<file path="config.mk">
export PLATFORM = sky130hd
export DESIGN_NAME = nsfc_back
export DESIGN_NICKNAME = d
export VERILOG_FILES = /design/src/sv/nsfc_pkg.sv /design/src/sv/nsfc_back.sv
export SDC_FILE = /design/constraint.sdc
export NUM_CORES = 1
export LEC_CHECK = 0
export ABC_AREA = 1
export BUFFER_PORTS_ARGS = -buffer_cell sky130_fd_sc_hd__buf_2
export CAP_MARGIN = 20
export CORE_MARGIN = 10
export CORE_UTILIZATION = 52
export DETAILED_ROUTE_END_ITERATION = 7
export GPL_TIMING_DRIVEN = 0
export PLACE_DENSITY = 0.76
export SYNTH_ARGS = -nofsm -noshare
export SYNTH_HDL_FRONTEND = slang
export SYNTH_SLANG_ARGS = --single-unit
</file>
<file path="constraint.sdc">
create_clock -name clk -period 3.4 [get_ports clk]
set_clock_uncertainty 0.15 [all_clocks]
set_input_delay 0.68 -clock clk [delete_from_list [all_inputs] [get_ports clk]]
set_output_delay 0.68 -clock clk [all_outputs]
set_load 0.005 [all_outputs]
</file>
<file path="src/sv/nsfc_pkg.sv">
// Shared types, constants and helpers of the NMEA sentence framer and checker.
// Depends on nothing; every other file of the block imports it.
`timescale 1ns / 1ps
`default_nettype none

package nsfc_pkg;

	// Longest sentence before framing restarts
	localparam int MAX_LEN = 256;
	localparam int POS_W   = $clog2(MAX_LEN);

	// Result field widths and a common width for extending offsets
	localparam int LEN_W = 9;
	localparam int OFF_W = 8;
	localparam int EXT_W = (POS_W + 1 > LEN_W) ? POS_W + 1 : LEN_W;

	// Queue between front and back
	localparam int QDEPTH = 2;
	localparam int QPTR_W = (QDEPTH > 1) ? $clog2(QDEPTH) : 1;
	localparam int QCNT_W = $clog2(QDEPTH + 1);

	typedef logic [POS_W-1:0] pos_t;

	localparam pos_t POS_LAST = pos_t'(MAX_LEN - 1);
	localparam logic [LEN_W-1:0] OVER_LEN = LEN_W'(MAX_LEN % (1 << LEN_W));

	// Byte classes found by the front end
	typedef enum logic [2:0] {
		CLS_OTHER = 3'd0,
		CLS_START = 3'd1,
		CLS_COMMA = 3'd2,
		CLS_STAR  = 3'd3,
		CLS_CR    = 3'd4
	} cls_t;

	typedef enum logic [2:0] {
		V_ACCEPT     = 3'd0,
		V_TOLERATED  = 3'd1,
		V_MALFORMED  = 3'd2,
		V_REJECTED   = 3'd3,
		V_OVERLENGTH = 3'd4
	} verdict_t;

	// One classified byte
	typedef struct packed {
		logic [7:0] data;
		cls_t       cls;
		logic       is_lf;
		logic       nonprint;
		logic [3:0] hex;
	} item_t;

	// One sentence verdict with its report fields
	typedef struct packed {
		verdict_t         verdict;
		logic [LEN_W-1:0] length;
		logic [OFF_W-1:0] comma_off;
		logic [OFF_W-1:0] body_end;
		logic             has_sum;
		logic [7:0]       computed;
		logic [7:0]       received;
		logic             nonprint;
	} result_t;

	// Mask an offset to the report width
	function automatic logic [OFF_W-1:0] off_mask(pos_t p);
		logic [EXT_W-1:0] w;
		w = EXT_W'(p);
		return w[OFF_W-1:0];
	endfunction

	// Sentence length from the CR offset: CR and the byte after it included
	function automatic logic [LEN_W-1:0] len_of(pos_t cr_off);
		logic [EXT_W-1:0] w;
		w = EXT_W'(cr_off) + EXT_W'(2);
		return w[LEN_W-1:0];
	endfunction

endpackage

`default_nettype wire

</file>
<file path="src/sv/nsfc_back.sv">
// Back end: frames sentences from classified bytes, checks them and holds the result.
// Depends on nsfc_pkg.
`timescale 1ns / 1ps
`default_nettype none

module nsfc_back (
	input  wire logic             clk,
	input  wire logic             arst_n,
	input  wire logic             tolerate,
	input  wire logic             head_valid,
	input  wire nsfc_pkg::item_t  head,
	output logic                  pop,
	output logic                  res_valid,
	input  wire logic             res_stall,
	output nsfc_pkg::result_t     res
);
	import nsfc_pkg::*;

	typedef struct packed {
		pos_t       pos;
		logic [7:0] xsum;
		logic       star;
		pos_t       star_off;
		pos_t       comma_off;
		logic       start_ok;
		logic       cr;
		pos_t       cr_off;
		logic [3:0] hex_hi;
		logic [3:0] hex_lo;
		logic       nonprint;
	} frame_t;

	frame_t     fr_q;
	frame_t     fr_nxt;
	logic       res_valid_q;
	result_t    res_q;
	result_t    res_nxt;
	logic       emit;
	logic       star_ok;
	logic [7:0] recv;

	// Take the next byte whenever the result register is free or draining
	assign pop       = head_valid && (!res_valid_q || !res_stall);
	assign res_valid = res_valid_q;
	assign res       = res_q;

	// Checksum field placement and received value
	assign star_ok = !fr_q.star ||
		((fr_q.cr_off >= pos_t'(3)) && (fr_q.star_off == fr_q.cr_off - pos_t'(3)));
	assign recv    = (fr_q.star && star_ok) ? {fr_q.hex_hi, fr_q.hex_lo} : 8'h00;

	// Update the frame for one byte and build its result
	always_comb begin
		fr_nxt  = fr_q;
		res_nxt = '0;
		emit    = 1'b0;
		if (fr_q.cr) begin
			// byte after CR ends the sentence
			emit = 1'b1;
			priority if (!fr_q.start_ok || !head.is_lf || !star_ok) begin
				res_nxt.verdict = V_MALFORMED;
			end else if (fr_q.star && (recv != fr_q.xsum)) begin
				res_nxt.verdict = tolerate ? V_TOLERATED : V_REJECTED;
			end else begin
				res_nxt.verdict = V_ACCEPT;
			end
			res_nxt.length    = len_of(fr_q.cr_off);
			res_nxt.comma_off = off_mask(fr_q.comma_off);
			res_nxt.body_end  = off_mask(fr_q.star ? fr_q.star_off : fr_q.cr_off);
			res_nxt.has_sum   = fr_q.star;
			res_nxt.computed  = fr_q.xsum;
			res_nxt.received  = recv;
			res_nxt.nonprint  = fr_q.nonprint;
			fr_nxt            = '0;
		end else begin
			unique case (head.cls)
				CLS_START: fr_nxt.start_ok = (fr_q.pos == '0);
				CLS_COMMA: begin
					if (fr_q.comma_off == '0) begin
						fr_nxt.comma_off = fr_q.pos;
					end
				end
				CLS_STAR: begin
					fr_nxt.star     = 1'b1;
					fr_nxt.star_off = fr_q.pos;
				end
				CLS_CR: begin
					fr_nxt.cr     = 1'b1;
					fr_nxt.cr_off = fr_q.pos;
				end
				CLS_OTHER: begin
					if (head.nonprint) begin
						fr_nxt.nonprint = 1'b1;
					end
				end
				default: fr_nxt = fr_q;
			endcase
			// accumulate checksum and keep the last two hex digits before CR
			if (head.cls != CLS_CR) begin
				if ((fr_q.pos != '0) && !fr_nxt.star) begin
					fr_nxt.xsum = fr_q.xsum ^ head.data;
				end
				fr_nxt.hex_hi = fr_q.hex_lo;
				fr_nxt.hex_lo = head.hex;
			end
			fr_nxt.pos = fr_q.pos + pos_t'(1);
			// drop a sentence that fills the maximum length
			if (fr_q.pos == POS_LAST) begin
				emit           = 1'b1;
				res_nxt        = '0;
				res_nxt.verdict = V_OVERLENGTH;
				res_nxt.length = OVER_LEN;
				fr_nxt         = '0;
			end
		end
	end

	// Frame state and result handshake
	always_ff @(posedge clk or negedge arst_n) begin
		if (!arst_n) begin
			fr_q        <= '0;
			res_valid_q <= 1'b0;
		end else begin
			if (pop) begin
				fr_q <= fr_nxt;
			end
			if (!res_valid_q || !res_stall) begin
				res_valid_q <= pop && emit;
			end
		end
	end

	// Result payload
	always_ff @(posedge clk) begin
		if (pop && emit) begin
			res_q <= res_nxt;
		end
	end

endmodule

`default_nettype wire

</file>
* Yosys cells after proc, flatten, opt, wreduce, memory -nomap -nowiden
Index checks and enable logic that the tools add are counted.
Storage, ports and cells: bits of input ports 22, register bits after elaboration 99, output and inout port bits 48
Operators by class: mux-type cells 22, reductions and logical operators 37, bitwise logic cells 1, $lt $le $gt $ge 1, add/subtract/negate cells 3, equality and inequality tests 8
Operator list (count):
- 52-bit two-way mux | 2
- 46-bit two-way mux | 2
- 8-bit two-way mux | 7
- 9-bit two-way mux | 3
- 3-bit nonzero test | 9
- 8-bit logical NOT | 2
- 8-bit by 2-bit adder with 9-bit output, second input constant | 1
- 3-bit AND reduction | 3
- 8-bit by 1-bit adder with 8-bit output, second input constant | 1
- 8-bit equality test | 1
- 8-bit equality test, second input constant | 1
- 8-bit by 2-bit >= comparator with 1-bit output, second input constant | 1
- 8-bit inequality test | 1
- 2-bit AND reduction | 4
- 8-bit nonzero test | 1
- 8-bit by 2-bit subtractor with 8-bit output, second input constant | 1
- 8-bit bitwise XOR | 1
- 1-bit logical NOT | 7
- 3-bit by 2-bit equality test with 1-bit output, second input constant | 2
- 1-bit logical AND | 6
- 2-bit two-way mux | 3
- 1-bit two-way mux | 5
- 1-bit logical OR | 4
- 3-bit by 1-bit equality test with 1-bit output, second input constant | 1
- 3 further kinds | 3

* Longest topological paths before layout
depth after elaboration 11, mapped depth 20, mapped depth without buffers 20

* Worst setup path before layout
No wires, ideal clock.
path type register to register, start point register fr_q[45] (netlist bit), end point register fr_q[32] (netlist bit), setup time 0.136 ns, setup slack 0.179 ns, required time 3.114 ns, stages on the path, launching flop included 12, data arrival time 2.935 ns, path buffers 1, period minus slack after synthesis 3.221 ns, cell sequence dfrtp_1 ha_1 nand2_1 nor3_1 nand2_1 nand2_2 inv_4 nor2_2 inv_1 clkbuf_1 nand3_1 o21ai_0
Between the ends: longest elaborated chain between the ends 3
RTL lines:
- from (decl) | line nsfc_back.sv:33 | frame_t fr_q;
- from (signal assigned) | line nsfc_back.sv:125 | fr_q <= fr_nxt;
- 8-bit equality test (*) | line nsfc_back.sv:108 | if (fr_q.pos == POS_LAST) begin
- 3-bit nonzero test (no source line) or 52-bit two-way mux (tied branches)
- 2-bit AND reduction (no source line) or 52-bit two-way mux (tied branches)
Every way passes the cells marked *; elsewhere a longest branch is shown, timed or not. A chain may end at the register's enable or synchronous reset.

* Worst setup path after layout
start point register fr_q[45] (netlist bit), end point register fr_q[42] (netlist bit)
Between the ends: longest elaborated chain between the ends 4
RTL lines:
- 8-bit nonzero test | line nsfc_back.sv:100 | if ((fr_q.pos != '0) && !fr_nxt.star) begin
- 1-bit logical AND | line nsfc_back.sv:100
- 3-bit nonzero test (no source line)
- 3-bit AND reduction (no source line)
Parallel ways exist; a longest one is shown, timed or not.

==> metrics.txt <==
status complete, no violations; Avg Cell Area, Syn between 8 and 9 um2; max-slew violation count 0; most frequent CP cell nand2_1; EDFF count, synth 46; Final HPWL DP 9280 um; CP Launch Point fr_q[45]$_DFFE_PN0P_; Leakage 0.00267 uW; Post-CTS Setup Repair Bufs 0; I/O pin cnt 70; post-place instance area about 5400 um2; root buffer cell clkbuf_8; final RePlAce weighted congestion about 0.94; post_cts resized 0; clock sink total 99; sequential share of the synthesized area between 50% and 60%; WP depth 11; Seq cells post-synth 99; pwr dens ~560 nW/um2; cell-internal power 2060 uW; CP Data Arrival Time 3020 ps; GR Util All Layers 18.8%; Tmin final 2900 ps; Post-Syn Instances 573; crit-path max FO 25; Final ANT Viol Nets 0; GR Util met3 under 10%; Post-synth top cells nand2_1 (124), inv_1 (99), nor2_1 (54); layout cells sized above 1 between 15 and 20%; Worst-path clk slew around 110 ps; largest area contributor in the netlist edfxtp_1; clock latency on the worst-skew pair 370 ps; full die area 13,700 um2; area delta synth->final 15.0%; Setup WS post-layout 502 ps; Mapped Nets 600; largest stage delay on the critical path 620 ps; GR Layer Usage met2 30.7%; Post-CTS Hold Fix Bufs 0; gr ovfl total 0; Buf/Inv on CP 3; r2r setup slk 500 ps; Yosys cell types 35; dpl ws 537 ps; row count 35; Clock Power Share 25.2%; Area contributors post-synth edfxtp_1 (28%), dfrtp_1 (27%), nand2_1 (9.5%); Die Height 117 um; Starting Density a little over half; initial drt markers 313; max capacitance violation total 0; cells on worst reg2reg path 11; Final setup viols 0; first-pass GRT wire length 20,200 um; Critical Path RT around 3500 ps; share of the synthesized area in the top cell type 28.1%; CP Cell Sequence ha_1 -> nand2_1 -> nor3_1 -> nand2_1 -> nand2_2 -> inv_4 -> nor2_4 -> inv_1 -> clkbuf_1 -> nand2_1 -> nor2_1; Ant. Diodes 0; wire length per cell after detailed routing 16.0 um; Final Cell Area 5640 um2; CTS buffer count 9; Yosys warning total 0; Worst slew margin between 40% and 50%; M1 GR Usage between 20% and 30%; Die Wd 117 um; final net count 682; CP startpoint kind flop; CTS max path bufs 2; Total Wirelength ~12,000 um; peak supply drop 0.000299 V; FF-to-FF Start fr_q[45]$_DFFE_PN0P_; FF-to-FF End fr_q[42]$_DFFE_PN0P_; sw frac 34.6%; initial antenna violation count 0; cell area after synthesis 4910 um2; htree depth 3; sequential power share 50.7%; CP delay by family, top simple AND/OR/NAND/NOR gates; Crit-path slowest cell nor2_4; Final Hold Fails 0; GRT busiest layer met2; largest net degree at the start of global routing 30; Buffers on Ports 69; vias in the first global route 4,068; DRT Pass-1 Iters 5; Slew @ Worst Pin 800 ps; fin util 61.4%; final hold slack between 150 and 200 ps; prevailing post-synth register cell dfrtp_1; CTS tree yes; FMAX 345 MHz; DRC violations left 0; Critical Path End Type flop; core area 9200 um2; fillers 801; vias per inst 5.28; P_sw roughly 1100 uW; ys async rst share a little over half; vias 4,072; CP endpoint fr_q[42]$_DFFE_PN0P_; combinational share of power approximately a quarter; critical path class reg2reg; Tcrit/Tclk final approximately 85%; RSZ-0062 raised after global routing false; count leader, synth nand2_1; Hold WC Path Type in2async
logic make-up after synthesis:
family	share of synthesized area, %
compound gates	9.33
xor+xnor	0.867
fa+ha+maj	1.27
buf+inv	9.43
flops	55.2
simple gates	23.9
flip-flops by register name, summed over array words and instances, names as in the netlist:
signal	flops
res	46
fr_q	52
res_valid	1
per-layer routing:
| metal | part of all wire, % | routed length, um |
|---|---|---|
| met4 | 1.4 | 170 |
| met5 | 0 | 0 |
| met1 | 44 | 5490 |
| met3 | 7.9 | 971 |
| met2 | 46 | 5730 |
worst min-delay path by stage:
stage                   startpoint                   end  cells past startpoint
6_report                    arst_n  fr_q[40]$_DFFE_PN0P_                      1
5_1_grt                     arst_n  fr_q[40]$_DFFE_PN0P_                      1
4_1_cts                     arst_n  fr_q[39]$_DFFE_PN0P_                      1
3_5_place_dp   fr_q[0]$_DFFE_PN0P_   fr_q[0]$_DFFE_PN0P_                      2
3_3_place_gp   fr_q[0]$_DFFE_PN0P_   fr_q[0]$_DFFE_PN0P_                      2
2_1_floorplan               arst_n   fr_q[0]$_DFFE_PN0P_                      0
metrics by stage:
stage	power [uW]	TNS (ps)	cells
after floorplan	2090	0	573
after global placement	2330	-34460	753
after detailed placement	2370	0	755
after CTS	3150	0	771
after global routing	3340	0	771
final	3150	0	771
layout make-up:
class	count	area (um2)	share of cell area, %
plain buffers	15	70.1	1.24
clock buffers	9	124	2.20
clock inverters	7	81.3	1.44
inverters	104	393	6.96
multi-input cells	355	1740	30.9
flip-flops and latches	99	2710	48.0
well taps	111	139	2.46
repair buffers	71	385	6.83
power by group through the flow:
stage | sequential, uW | clock, uW | combinational, uW
floorplan | 1580 | 0 | 511
CTS | 1590 | 805 | 758
global placement | 1610 | 0 | 716
detailed placement | 1610 | 0 | 754
global route | 1620 | 850 | 870
finish | 1600 | 793 | 757
layout by cell type, fill, tap and decap left out, types with 5 or more instances in the layout:
master,instances
nand2_1,124
a21oi_1,24
clkbuf_1,11
clkbuf_8,9
inv_1,99
edfxtp_1,46
nand2_2,5
nand4_1,14
buf_2,71
ha_1,5
nor2_1,54
nand3_1,27
nor3_1,21
nor2_2,6
nand3_2,6
o21ai_0,36
dfrtp_1,53
o22ai_1,14
worst register-to-register path, delay by kind of cell, from the launching register on:
family                   cells  cell delay [ps]
AND/OR/NAND/NOR              7             1440
buffers and inverters        3              620
adder cells (fa/ha/maj)      1              190
flip-flops                   1              400
Power figures use the tool's default switching activity.
